File: config.mk
export PLATFORM = sky130hd
export DESIGN_NAME = oram_bucket_pair_eviction_top
export DESIGN_NICKNAME = d
export VERILOG_FILES = /design/src/sv/obpe_pkg.sv /design/src/sv/obpe_front.sv /design/src/sv/obpe_queue.sv /design/src/sv/obpe_back.sv /design/src/sv/oram_bucket_pair_eviction_top.sv
export SDC_FILE = /design/constraint.sdc
export NUM_CORES = 2
export LEC_CHECK = 0
export BUFFER_PORTS_ARGS = -buffer_cell sky130_fd_sc_hd__buf_4
export CAP_MARGIN = 20
export CORE_UTILIZATION = 58
export CTS_CLUSTER_DIAMETER = 50
export DETAILED_ROUTE_END_ITERATION = 16
export PLACE_DENSITY = 0.77
export SETUP_SLACK_MARGIN = 0.4
export SYNTH_ARGS = -nofsm -noshare
export SYNTH_HDL_FRONTEND = slang
export SYNTH_SLANG_ARGS = --single-unit
File: constraint.sdc
create_clock -name clk -period 7.5 [get_ports clk]
set_input_delay 1.125 -clock clk [delete_from_list [all_inputs] [get_ports clk]]
set_output_delay 1.125 -clock clk [all_outputs]
set_load 0.1 [all_outputs]
File: src/sv/obpe_pkg.sv
// Shared constants, codes and types of the bucket-pair eviction block.
`default_nettype none
package obpe_pkg;

    localparam int SLOTS_DEF   = 4;
    localparam int QUEUE_DEPTH = 4;

    localparam int ID_W       = 32;
    localparam int LEAF_W     = 20;
    localparam int LEVEL_W    = 5;
    localparam int NODE_W     = 20;
    localparam int LCNT_W     = 21;
    localparam int CFG_IDX_W  = 4;
    localparam int CFG_DATA_W = 32;
    localparam int BKT_W      = 2;
    localparam int SLOT_W     = 4;

    // Child heap indices and subtree bounds
    localparam int CHILD_W = NODE_W + 1;
    localparam int FIRST_W = 33;
    localparam int LB_W    = 43;

    localparam logic [CFG_IDX_W-1:0] REG_PARENT_LEVEL = 4'd0;
    localparam logic [CFG_IDX_W-1:0] REG_PARENT_NODE  = 4'd1;
    localparam logic [CFG_IDX_W-1:0] REG_LEAF_COUNT   = 4'd2;
    localparam logic [CFG_IDX_W-1:0] REG_DUMMY_ID     = 4'd3;

    localparam logic [LCNT_W-1:0] LEAF_COUNT_RST = 21'h100000;
    localparam logic [ID_W-1:0]   DUMMY_ID_RST   = 32'hFFFF_FFFF;

    typedef enum logic [BKT_W-1:0] {
        BKT_PARENT = 2'd0,
        BKT_LEFT   = 2'd1,
        BKT_RIGHT  = 2'd2
    } bucket_t;

    typedef enum logic [2:0] {
        CLS_OTHER,
        CLS_DUMMY,
        CLS_KEEP,
        CLS_LEFT,
        CLS_RIGHT
    } slot_class_t;

    typedef enum logic [2:0] {
        F_LOAD,
        F_SETUP1,
        F_SETUP2,
        F_SETUP3,
        F_SETUP4,
        F_SWEEP
    } front_state_t;

    typedef enum logic [1:0] {
        B_LOAD,
        B_SCAN,
        B_OUT
    } back_state_t;

    function automatic bucket_t next_bucket(input bucket_t b);
        bucket_t r;
        unique case (b)
            BKT_PARENT: r = BKT_LEFT;
            BKT_LEFT:   r = BKT_RIGHT;
            default:    r = BKT_PARENT;
        endcase
        return r;
    endfunction

endpackage
`default_nettype wire

File: src/sv/obpe_front.sv
// Front end: configuration registers, slot loading and per-slot classification.
`default_nettype none
module obpe_front #(
    parameter int SLOTS = obpe_pkg::SLOTS_DEF
) (
    input  logic                             clk,
    input  logic                             rst_n,
    input  logic                             cfg_we,
    input  logic [obpe_pkg::CFG_IDX_W-1:0]   cfg_addr,
    input  logic [obpe_pkg::CFG_DATA_W-1:0]  cfg_wdata,
    input  logic                             push,
    output logic                             full,
    input  logic [obpe_pkg::ID_W-1:0]        slot_id,
    input  logic [obpe_pkg::LEAF_W-1:0]      leaf_label,
    output logic                             q_push,
    output obpe_pkg::slot_class_t            q_class,
    input  logic                             q_full
);
    import obpe_pkg::*;

    localparam int SW = (SLOTS > 1) ? $clog2(SLOTS) : 1;
    localparam logic [SW-1:0] SLOT_LAST = SW'(SLOTS - 1);

    logic [LEVEL_W-1:0] level_reg;
    logic [NODE_W-1:0]  node_reg;
    logic [LCNT_W-1:0]  lcnt_reg;
    logic [ID_W-1:0]    dummy_reg;

    logic [ID_W-1:0]   ids_reg [3][SLOTS];
    logic [LEAF_W-1:0] leaves_reg [SLOTS];

    front_state_t state_reg, state_next;
    bucket_t      fb_reg;
    logic [SW-1:0] fs_reg;

    logic [LCNT_W-1:0]  step_reg;
    logic [CHILD_W-1:0] offl_reg;
    logic               vl_reg, vr_reg;
    logic [LB_W-1:0]    lbl_reg, hil_reg, lbr_reg, hir_reg;

    logic [5:0]         lvl;
    logic [FIRST_W-1:0] first;
    logic [CHILD_W-1:0] cl;
    logic [CHILD_W:0]   cr;
    logic [LCNT_W-1:0]  step;

    logic              accept, at_last, advance;
    logic [ID_W-1:0]   sid;
    logic [LB_W-1:0]   lf;
    logic              in_l, in_r;

    always_ff @(posedge clk or negedge rst_n)
    begin
        if (!rst_n)
        begin
            level_reg <= '0;
            node_reg  <= '0;
            lcnt_reg  <= LEAF_COUNT_RST;
            dummy_reg <= DUMMY_ID_RST;
        end
        else if (cfg_we)
        begin
            unique case (cfg_addr)
                REG_PARENT_LEVEL: level_reg <= cfg_wdata[LEVEL_W-1:0];
                REG_PARENT_NODE:  node_reg  <= cfg_wdata[NODE_W-1:0];
                REG_LEAF_COUNT:   lcnt_reg  <= cfg_wdata[LCNT_W-1:0];
                REG_DUMMY_ID:     dummy_reg <= cfg_wdata[ID_W-1:0];
                default: ;
            endcase
        end
    end

    // Subtree bounds of both children
    assign lvl   = 6'(level_reg) + 6'd1;
    assign first = (FIRST_W'(1) << lvl) - FIRST_W'(1);
    assign step  = lcnt_reg >> lvl;
    assign cl    = {node_reg, 1'b1};
    assign cr    = (CHILD_W + 1)'(cl) + (CHILD_W + 1)'(1);

    always_ff @(posedge clk)
    begin
        unique case (state_reg)
            F_SETUP1:
            begin
                step_reg <= step;
                offl_reg <= cl - first[CHILD_W-1:0];
                vl_reg   <= (FIRST_W'(cl) >= first) && (step != '0);
                vr_reg   <= (FIRST_W'(cr) >= first) && (step != '0);
            end
            F_SETUP2:
            begin
                lbl_reg <= LB_W'(offl_reg * step_reg);
            end
            F_SETUP3:
            begin
                hil_reg <= lbl_reg + LB_W'(step_reg);
                lbr_reg <= vl_reg ? (lbl_reg + LB_W'(step_reg)) : '0;
            end
            F_SETUP4:
            begin
                hir_reg <= lbr_reg + LB_W'(step_reg);
            end
            default: ;
        endcase
    end

    assign accept  = push && !full;
    assign at_last = (fb_reg == BKT_RIGHT) && (fs_reg == SLOT_LAST);
    assign advance = accept || q_push;

    always_ff @(posedge clk)
    begin
        if (accept)
        begin
            ids_reg[fb_reg][fs_reg] <= slot_id;
            if (fb_reg == BKT_PARENT)
            begin
                leaves_reg[fs_reg] <= leaf_label;
            end
        end
    end

    always_ff @(posedge clk or negedge rst_n)
    begin
        if (!rst_n)
        begin
            state_reg <= F_LOAD;
            fb_reg    <= BKT_PARENT;
            fs_reg    <= '0;
        end
        else
        begin
            state_reg <= state_next;
            if (advance)
            begin
                if (fs_reg == SLOT_LAST)
                begin
                    fs_reg <= '0;
                    fb_reg <= next_bucket(fb_reg);
                end
                else
                begin
                    fs_reg <= fs_reg + SW'(1);
                end
            end
        end
    end

    // Classification of the slot under the sweep pointer
    assign sid  = ids_reg[fb_reg][fs_reg];
    assign lf   = LB_W'(leaves_reg[fs_reg]);
    assign in_l = vl_reg && (lf >= lbl_reg) && (lf < hil_reg);
    assign in_r = vr_reg && (lf >= lbr_reg) && (lf < hir_reg);

    always_comb
    begin
        if (fb_reg == BKT_PARENT)
        begin
            if (sid < dummy_reg)
            begin
                if (in_l)
                begin
                    q_class = CLS_LEFT;
                end
                else if (in_r)
                begin
                    q_class = CLS_RIGHT;
                end
                else
                begin
                    q_class = CLS_KEEP;
                end
            end
            else
            begin
                q_class = CLS_OTHER;
            end
        end
        else
        begin
            q_class = (sid == dummy_reg) ? CLS_DUMMY : CLS_OTHER;
        end
    end

    always_comb
    begin
        state_next = state_reg;
        full       = (state_reg != F_LOAD);
        q_push     = (state_reg == F_SWEEP) && !q_full;
        unique case (state_reg)
            F_LOAD:   if (accept && at_last) state_next = F_SETUP1;
            F_SETUP1: state_next = F_SETUP2;
            F_SETUP2: state_next = F_SETUP3;
            F_SETUP3: state_next = F_SETUP4;
            F_SETUP4: state_next = F_SWEEP;
            F_SWEEP:  if (q_push && at_last) state_next = F_LOAD;
            default:  state_next = F_LOAD;
        endcase
    end

endmodule
`default_nettype wire

File: src/sv/obpe_queue.sv
// Short queue of slot classes between the front and back ends.
`default_nettype none
module obpe_queue #(
    parameter int DEPTH = obpe_pkg::QUEUE_DEPTH
) (
    input  logic                  clk,
    input  logic                  rst_n,
    input  logic                  push,
    input  obpe_pkg::slot_class_t din,
    output logic                  full,
    input  logic                  pop,
    output obpe_pkg::slot_class_t dout,
    output logic                  empty
);
    import obpe_pkg::*;

    localparam int PW = (DEPTH > 1) ? $clog2(DEPTH) : 1;
    localparam int CW = $clog2(DEPTH + 1);
    localparam logic [PW-1:0] PTR_LAST = PW'(DEPTH - 1);

    slot_class_t   mem_reg [DEPTH];
    logic [PW-1:0] wr_reg, rd_reg;
    logic [CW-1:0] cnt_reg;
    logic          do_push, do_pop;

    assign full    = (cnt_reg == CW'(DEPTH));
    assign empty   = (cnt_reg == '0);
    assign do_push = push && !full;
    assign do_pop  = pop && !empty;
    assign dout    = mem_reg[rd_reg];

    always_ff @(posedge clk) begin
        if (do_push) begin
            mem_reg[wr_reg] <= din;
        end
    end

    always_ff @(posedge clk or negedge rst_n) begin
        if (!rst_n) begin
            wr_reg  <= '0;
            rd_reg  <= '0;
            cnt_reg <= '0;
        end else begin
            if (do_push) begin
                wr_reg <= (wr_reg == PTR_LAST) ? '0 : wr_reg + PW'(1);
            end
            if (do_pop) begin
                rd_reg <= (rd_reg == PTR_LAST) ? '0 : rd_reg + PW'(1);
            end
            if (do_push && !do_pop) begin
                cnt_reg <= cnt_reg + CW'(1);
            end else if (do_pop && !do_push) begin
                cnt_reg <= cnt_reg - CW'(1);
            end
        end
    end

endmodule
`default_nettype wire

File: src/sv/obpe_back.sv
// Back end: gathers slot classes, runs the eviction scan and emits the slot mapping.
`default_nettype none
module obpe_back #(
    parameter int SLOTS = obpe_pkg::SLOTS_DEF
) (
    input  logic                          clk,
    input  logic                          rst_n,
    output logic                          q_pop,
    input  obpe_pkg::slot_class_t         q_class,
    input  logic                          q_empty,
    input  logic                          pop,
    output logic                          empty,
    output logic [obpe_pkg::BKT_W-1:0]    dest_bucket,
    output logic [obpe_pkg::SLOT_W-1:0]   dest_slot,
    output logic [obpe_pkg::BKT_W-1:0]    src_bucket,
    output logic [obpe_pkg::SLOT_W-1:0]   src_slot,
    output logic                          parent_full,
    output logic                          last
);
    import obpe_pkg::*;

    localparam int SW = (SLOTS > 1) ? $clog2(SLOTS) : 1;
    localparam logic [SW-1:0] SLOT_LAST = SW'(SLOTS - 1);

    back_state_t   state_reg, state_next;
    bucket_t       lb_reg;
    logic [SW-1:0] ls_reg;
    logic [SW-1:0] sc_reg;
    bucket_t       ob_reg;
    logic [SW-1:0] os_reg;

    slot_class_t   pcls_reg [SLOTS];
    logic [SLOTS-1:0] dmask_l_reg, dmask_r_reg;
    logic [SLOTS-1:0] pmoved_reg, cmoved_l_reg, cmoved_r_reg;
    bucket_t       pside_reg [SLOTS];
    logic [SW-1:0] pslot_reg [SLOTS];
    logic [SW-1:0] clsrc_reg [SLOTS];
    logic [SW-1:0] crsrc_reg [SLOTS];
    logic          full_reg;

    logic          ovld_reg;
    bucket_t       db_reg, sb_reg;
    logic [SW-1:0] ds_reg, ss_reg;
    logic          pfull_reg, last_reg;

    logic          ld_last, out_last, adv, out_take;
    slot_class_t   cur;
    logic          go_l, go_r, hit, do_move;
    logic [SLOTS-1:0] mask;
    logic [SW-1:0] j;
    bucket_t       src_b;
    logic [SW-1:0] src_s;

    assign ld_last  = (lb_reg == BKT_RIGHT) && (ls_reg == SLOT_LAST);
    assign out_last = (ob_reg == BKT_RIGHT) && (os_reg == SLOT_LAST);
    assign out_take = pop && ovld_reg;
    assign adv      = (state_reg == B_OUT) && (!ovld_reg || pop);

    // Scan step over one parent slot
    assign cur     = pcls_reg[sc_reg];
    assign go_l    = (cur == CLS_LEFT);
    assign go_r    = (cur == CLS_RIGHT);
    assign mask    = go_r ? dmask_r_reg : dmask_l_reg;
    assign do_move = (go_l || go_r) && hit;

    always_comb begin
        hit = 1'b0;
        j   = '0;
        for (int k = SLOTS - 1; k >= 0; k--) begin
            if (mask[k]) begin
                hit = 1'b1;
                j   = SW'(k);
            end
        end
    end

    always_comb begin
        unique case (ob_reg)
            BKT_PARENT:
            begin
                src_b = pmoved_reg[os_reg] ? pside_reg[os_reg] : BKT_PARENT;
                src_s = pmoved_reg[os_reg] ? pslot_reg[os_reg] : os_reg;
            end
            BKT_LEFT:
            begin
                src_b = cmoved_l_reg[os_reg] ? BKT_PARENT : BKT_LEFT;
                src_s = cmoved_l_reg[os_reg] ? clsrc_reg[os_reg] : os_reg;
            end
            BKT_RIGHT:
            begin
                src_b = cmoved_r_reg[os_reg] ? BKT_PARENT : BKT_RIGHT;
                src_s = cmoved_r_reg[os_reg] ? crsrc_reg[os_reg] : os_reg;
            end
            default:
            begin
                src_b = BKT_PARENT;
                src_s = os_reg;
            end
        endcase
    end

    always_comb begin
        state_next = state_reg;
        q_pop      = (state_reg == B_LOAD) && !q_empty;
        unique case (state_reg)
            B_LOAD: if (q_pop && ld_last) state_next = B_SCAN;
            B_SCAN: if (sc_reg == SLOT_LAST) state_next = B_OUT;
            B_OUT:  if (adv && out_last) state_next = B_LOAD;
            default: state_next = B_LOAD;
        endcase
    end

    always_ff @(posedge clk or negedge rst_n) begin
        if (!rst_n) begin
            state_reg    <= B_LOAD;
            lb_reg       <= BKT_PARENT;
            ls_reg       <= '0;
            sc_reg       <= '0;
            ob_reg       <= BKT_PARENT;
            os_reg       <= '0;
            pmoved_reg   <= '0;
            cmoved_l_reg <= '0;
            cmoved_r_reg <= '0;
            full_reg     <= 1'b0;
            ovld_reg     <= 1'b0;
        end else begin
            state_reg <= state_next;
            if (q_pop) begin
                if (ls_reg == SLOT_LAST) begin
                    ls_reg <= '0;
                    lb_reg <= next_bucket(lb_reg);
                end else begin
                    ls_reg <= ls_reg + SW'(1);
                end
                if (ld_last) begin
                    pmoved_reg   <= '0;
                    cmoved_l_reg <= '0;
                    cmoved_r_reg <= '0;
                    full_reg     <= 1'b1;
                    sc_reg       <= '0;
                end
            end
            if (state_reg == B_SCAN) begin
                sc_reg <= (sc_reg == SLOT_LAST) ? '0 : sc_reg + SW'(1);
                if (cur == CLS_OTHER || do_move) begin
                    full_reg <= 1'b0;
                end
                if (do_move) begin
                    pmoved_reg[sc_reg] <= 1'b1;
                    if (go_r) begin
                        cmoved_r_reg[j] <= 1'b1;
                    end else begin
                        cmoved_l_reg[j] <= 1'b1;
                    end
                end
                if (sc_reg == SLOT_LAST) begin
                    ob_reg <= BKT_PARENT;
                    os_reg <= '0;
                end
            end
            if (adv) begin
                ovld_reg <= 1'b1;
                if (os_reg == SLOT_LAST) begin
                    os_reg <= '0;
                    ob_reg <= next_bucket(ob_reg);
                end else begin
                    os_reg <= os_reg + SW'(1);
                end
            end else if (out_take) begin
                ovld_reg <= 1'b0;
            end
        end
    end

    always_ff @(posedge clk) begin
        if (q_pop) begin
            unique case (lb_reg)
                BKT_PARENT: pcls_reg[ls_reg] <= q_class;
                BKT_LEFT:   dmask_l_reg[ls_reg] <= (q_class == CLS_DUMMY);
                BKT_RIGHT:  dmask_r_reg[ls_reg] <= (q_class == CLS_DUMMY);
                default: ;
            endcase
        end
        if ((state_reg == B_SCAN) && do_move) begin
            pside_reg[sc_reg] <= go_r ? BKT_RIGHT : BKT_LEFT;
            pslot_reg[sc_reg] <= j;
            if (go_r) begin
                dmask_r_reg[j] <= 1'b0;
                crsrc_reg[j]   <= sc_reg;
            end else begin
                dmask_l_reg[j] <= 1'b0;
                clsrc_reg[j]   <= sc_reg;
            end
        end
        if (adv) begin
            db_reg    <= ob_reg;
            ds_reg    <= os_reg;
            sb_reg    <= src_b;
            ss_reg    <= src_s;
            pfull_reg <= full_reg;
            last_reg  <= out_last;
        end
    end

    assign empty       = !ovld_reg;
    assign dest_bucket = db_reg;
    assign dest_slot   = SLOT_W'(ds_reg);
    assign src_bucket  = sb_reg;
    assign src_slot    = SLOT_W'(ss_reg);
    assign parent_full = pfull_reg;
    assign last        = last_reg;

    a_swap_pairs: assert property (@(posedge clk) disable iff (!rst_n)
        $countones(pmoved_reg) == ($countones(cmoved_l_reg) + $countones(cmoved_r_reg)))
        else $error("moved parent and child slot counts disagree");

    a_moved_not_full: assert property (@(posedge clk) disable iff (!rst_n)
        (pmoved_reg != '0) |-> !full_reg)
        else $error("parent flagged full after a block left it");

    a_full_steady: assert property (@(posedge clk) disable iff (!rst_n)
        (out_take && !last_reg) |=> (ovld_reg && (pfull_reg == $past(pfull_reg))))
        else $error("parent_full changed within a run");

endmodule
`default_nettype wire

File: src/sv/oram_bucket_pair_eviction_top.sv
// Top level of the bucket-pair eviction block: front end, class queue and back end.
//
// Input channel (push/full): one transaction per bucket slot, parent slots first,
// then the left child, then the right child, 3*SLOTS transactions per run.
// leaf_label is taken for parent slots only. full is high while the front end
// works out the subtree bounds and classifies the slots of a finished run.
// Result channel (empty/pop): after the last slot of a run the block delivers
// 3*SLOTS transactions, one per destination slot in bucket then slot order,
// giving the source of its content; last marks the final one.
// Configuration: cfg_we/cfg_addr/cfg_wdata write parent_level, parent_node,
// leaf_count and dummy_id (indices 0 to 3); other indices are dropped.
// Order of work: after the last slot is accepted the front end computes the subtree
// bounds in its setup states and classifies the slots into the queue; the back end
// gathers the classes, scans the parent slots and registers the first result.
// Per run the back end gathers 3*SLOTS classes, scans SLOTS parent slots and emits
// 3*SLOTS results, and it takes the classes of the next run only after its last
// result is registered. Loading of the next run overlaps the back end.
// Reset clears all control state and restores the register defaults; a stalled
// pop holds the current result and the back end waits, then the queue fills
// and full holds off the next run.
`default_nettype none
module oram_bucket_pair_eviction_top #(
    parameter int SLOTS = obpe_pkg::SLOTS_DEF
) (
    input  logic                             clk,
    input  logic                             rst_n,
    input  logic                             cfg_we,
    input  logic [obpe_pkg::CFG_IDX_W-1:0]   cfg_addr,
    input  logic [obpe_pkg::CFG_DATA_W-1:0]  cfg_wdata,
    input  logic                             push,
    output logic                             full,
    input  logic [obpe_pkg::ID_W-1:0]        slot_id,
    input  logic [obpe_pkg::LEAF_W-1:0]      leaf_label,
    output logic                             empty,
    input  logic                             pop,
    output logic [obpe_pkg::BKT_W-1:0]       dest_bucket,
    output logic [obpe_pkg::SLOT_W-1:0]      dest_slot,
    output logic [obpe_pkg::BKT_W-1:0]       src_bucket,
    output logic [obpe_pkg::SLOT_W-1:0]      src_slot,
    output logic                             parent_full,
    output logic                             last
);
    import obpe_pkg::*;

    logic        q_push, q_full, q_pop, q_empty;
    slot_class_t q_din, q_dout;

    obpe_front #(
        .SLOTS(SLOTS)
    ) u_front (
        .clk        (clk),
        .rst_n      (rst_n),
        .cfg_we     (cfg_we),
        .cfg_addr   (cfg_addr),
        .cfg_wdata  (cfg_wdata),
        .push       (push),
        .full       (full),
        .slot_id    (slot_id),
        .leaf_label (leaf_label),
        .q_push     (q_push),
        .q_class    (q_din),
        .q_full     (q_full)
    );

    obpe_queue #(
        .DEPTH(QUEUE_DEPTH)
    ) u_queue (
        .clk   (clk),
        .rst_n (rst_n),
        .push  (q_push),
        .din   (q_din),
        .full  (q_full),
        .pop   (q_pop),
        .dout  (q_dout),
        .empty (q_empty)
    );

    obpe_back #(
        .SLOTS(SLOTS)
    ) u_back (
        .clk         (clk),
        .rst_n       (rst_n),
        .q_pop       (q_pop),
        .q_class     (q_dout),
        .q_empty     (q_empty),
        .pop         (pop),
        .empty       (empty),
        .dest_bucket (dest_bucket),
        .dest_slot   (dest_slot),
        .src_bucket  (src_bucket),
        .src_slot    (src_slot),
        .parent_full (parent_full),
        .last        (last)
    );

endmodule
`default_nettype wire
==> results.cfg <==
[cells_and_area]
area_growth_syn_to_fin_pct = 10.49
area_occupied_by_multi_input_gates_um2 = 27950
fin_cells = 6262
largest_register_ffs = 384
final_layout_size_suffix_gt1_share_pct = 12.68
fill_cells = 7193
final_nets = 5734
register_area_um2 = 25480

[drt]
via_count = 36630
viasPerCell = 5.849
detail_route.drc_violations = 0
wl_met1_um = 53680
detailedRoute.firstIterationViolations = 2912
dr.pass1.iters = 5
avgRoutedWirePerCell_um = 21.10
antenna_violating_nets_post_route = 0
dr_wl_met3_um = 7950
met2_routed_length_um = 65470
topRoutingLayerUsed = met5
drt-total-wl_um = 132200

[sta]
fin_crit_ns = 6.980
worst_slack_ns = 0.5197
finalClockSkew_ns = 0.07119
finalSetupViolations = 0
timing_worst_slew_pin_value_ns = 1.146
relSlewSlack_pct = 23.59
max_clock_freq_ghz = 0.1433
slew_viol_final = 0
min_period_over_period_pct = 93.07
totalNegativeSetupSlack_ns = 0
hold_viol_final = 0
setup_repair_after_global_routing_missed_its_margin = false

[synth]
synth.distinct_cells = 93
asyncSetResetFlopFracSynth_pct = 13.46
synth.area.top_cells = edfxtp_1 40%, fa_1 12%, ha_1 8.5%, inv_1 3.8%, dfrtp_1 3.7%
ys_seq_area_share_pct = 45.27
synth_area_leader_cell = edfxtp_1
syn-cell-area_um2 = 56270
synth_largest_type_area_fraction_pct = 39.71
synth.most_common_cell = edfxtp_1
synthTopCellsByCount = 744 x edfxtp_1, 565 x inv_1, 443 x nand2_1
yosysWarnings = 0
ys_dominant_reg_cell = edfxtp_1
post_synth_inst_count = 4776
synth_edf_count = 744
synth-seq-cells = 869
synth.avg_cell_area_um2 = 11.78

[grt]
grt_max_degree = 155
number_of_global_route_vias_before_repair = 37040
grt_overflow = 0
wire_length_of_the_first_global_routing_pass_um = 206100
antenna_found_initial = 9
grt.total_usage_pct = 27.09

[job]
cap_violations = 0

[die]
core_area_um2 = 95580
design.die.area_um2 = 98260
initial_utilization_pct = 58.87
design.portCount = 109
die_w_um = 313.5
placementRows = 113
die_height_um = 313.5

[placed_design]
place.detailed.hpwl_um = 94410
port-buffer-count = 104
placed_cells = 6021
place_ws_ns = 0.3006
gp_routability_congestion = 0.9620

[worst_setup_path]
worst_ep_arrival_time_ns = 7.41
critical_path.startpoint_type = register
crit_fanout = 13
required_ns = 7.93
worst_setup_path_end_kind = register
critical_path_class = reg2reg

[cts]
clock_latency_ns = 0.71
htreeDepth = 3
post_cts_hold_buffer_count = 0
tritoncts.num_buffers = 94
clock_tree.buffer_depth = 3
cts_root_buffer = clkbuf_16
cts_sink_cnt = 869
clkSlewWorstSetupHoldPaths_ns = 0.06
cts_tree = built

[worst_hold_path]
hp_class = reg2reg

[run_status]
run_status = finished, final reports clean
per-layer routing:
layer,up-vias,GRT usage [%]
met1,18200,35.78
met3,290,3.503
li1,16860,-
met5,-,0
met4,10,10.83
met2,1265,45.62
critical path, cell delays in order, from the launching register on:
cell and delay [ns]:
edfxtp_1 0.56, buf_6 0.25, and2_1 0.17, fa_1 0.54, inv_1 0.06, fa_1 0.50, fa_1 0.52, inv_1 0.06
fa_1 0.48, fa_1 0.52, fa_1 0.54, inv_1 0.05, fa_1 0.52, inv_1 0.04, ha_1 0.41, a21o_1 0.24
a41oi_2 0.20, o22ai_1 0.15, o31ai_1 0.33, a21oi_1 0.16, a21o_1 0.20, a21oi_1 0.18, xnor2_1 0.10
area by class of cell:
class / count / area share [%]
multi-input combinational: 3139 / 44.96
sequential: 869 / 40.99
clock buffer: 119 / 3.999
inverter: 571 / 3.448
timing repair buffer: 239 / 3.081
tap: 1265 / 2.546
clock inverter: 54 / 0.9600
antenna: 6 / 0.02415
what timing repair did:
action	in CTS	in global routing
buffers inserted	10	48
cloned	0	0
resized for setup	0	14
hold endpoints to repair	0	0
endpoints found under the setup margin	3	13
pin swaps	0	2
cells by family (layout without fill, tap and decap cells):
logic type	Yosys count	after routing	share of synthesized area, %
other cells	1	10	0.006665
fa+ha+maj	727	727	20.76
mux	321	321	7.470
flops	869	869	45.27
xor+xnor	159	159	2.502
simple gates	1279	1279	11.37
compound gates	649	649	7.350
buf+inv	771	983	5.273
cell usage in the layout, fill, tap and decap left out, types with 87 or more instances in the layout:
master / synthesis / final
inv_1: 565 / 565
edfxtp_1: 744 / 744
clkbuf_16: 0 / 94
mux2i_1: 160 / 160
and2_1: 314 / 302
ha_1: 383 / 381
nor2_1: 179 / 179
a21o_1: 87 / 87
xnor2_1: 104 / 104
mux2_2: 90 / 90
a21oi_1: 125 / 122
fa_1: 344 / 344
nand2_1: 443 / 443
o21ai_0: 213 / 213
buf_4: 7 / 226
through the flow:
stage / hold slack [ns] / area (um2) / util [%]
2_1_floorplan: 0.4231 / 56280 / -
3_3_place_gp: 0.4552 / 58450 / 61.15
3_5_place_dp: 0.4611 / 58450 / 61.15
4_1_cts: 0.4737 / 61610 / 64.46
5_1_grt: 0.4973 / 62160 / 65.04
6_report: 0.4694 / 62170 / 65.04
path summary, 6_finish.rpt:
kind / start / depth (start not counted) / slack (ns) / to
min: u_back.pmoved_reg[3] / 1 / 0.47 / u_back.pmoved_reg[3]
max: u_front.step_reg[11] / 22 / 0.52 / u_front.lbl_reg[38]
max reg2reg: u_front.step_reg[11] / 22 / 0.52 / u_front.lbl_reg[38]
min reg2reg: u_back.pmoved_reg[3] / 1 / 0.47 / u_back.pmoved_reg[3]
max in group asynchronous: rst_n / 2 / 5.59 / u_front.fb_reg[0]
min in group asynchronous: rst_n / 1 / 0.58 / u_back.cmoved_l_reg[2]
Power is not shown: default switching activity piles up to over one toggle a cycle in this logic, so the estimate is an artifact.
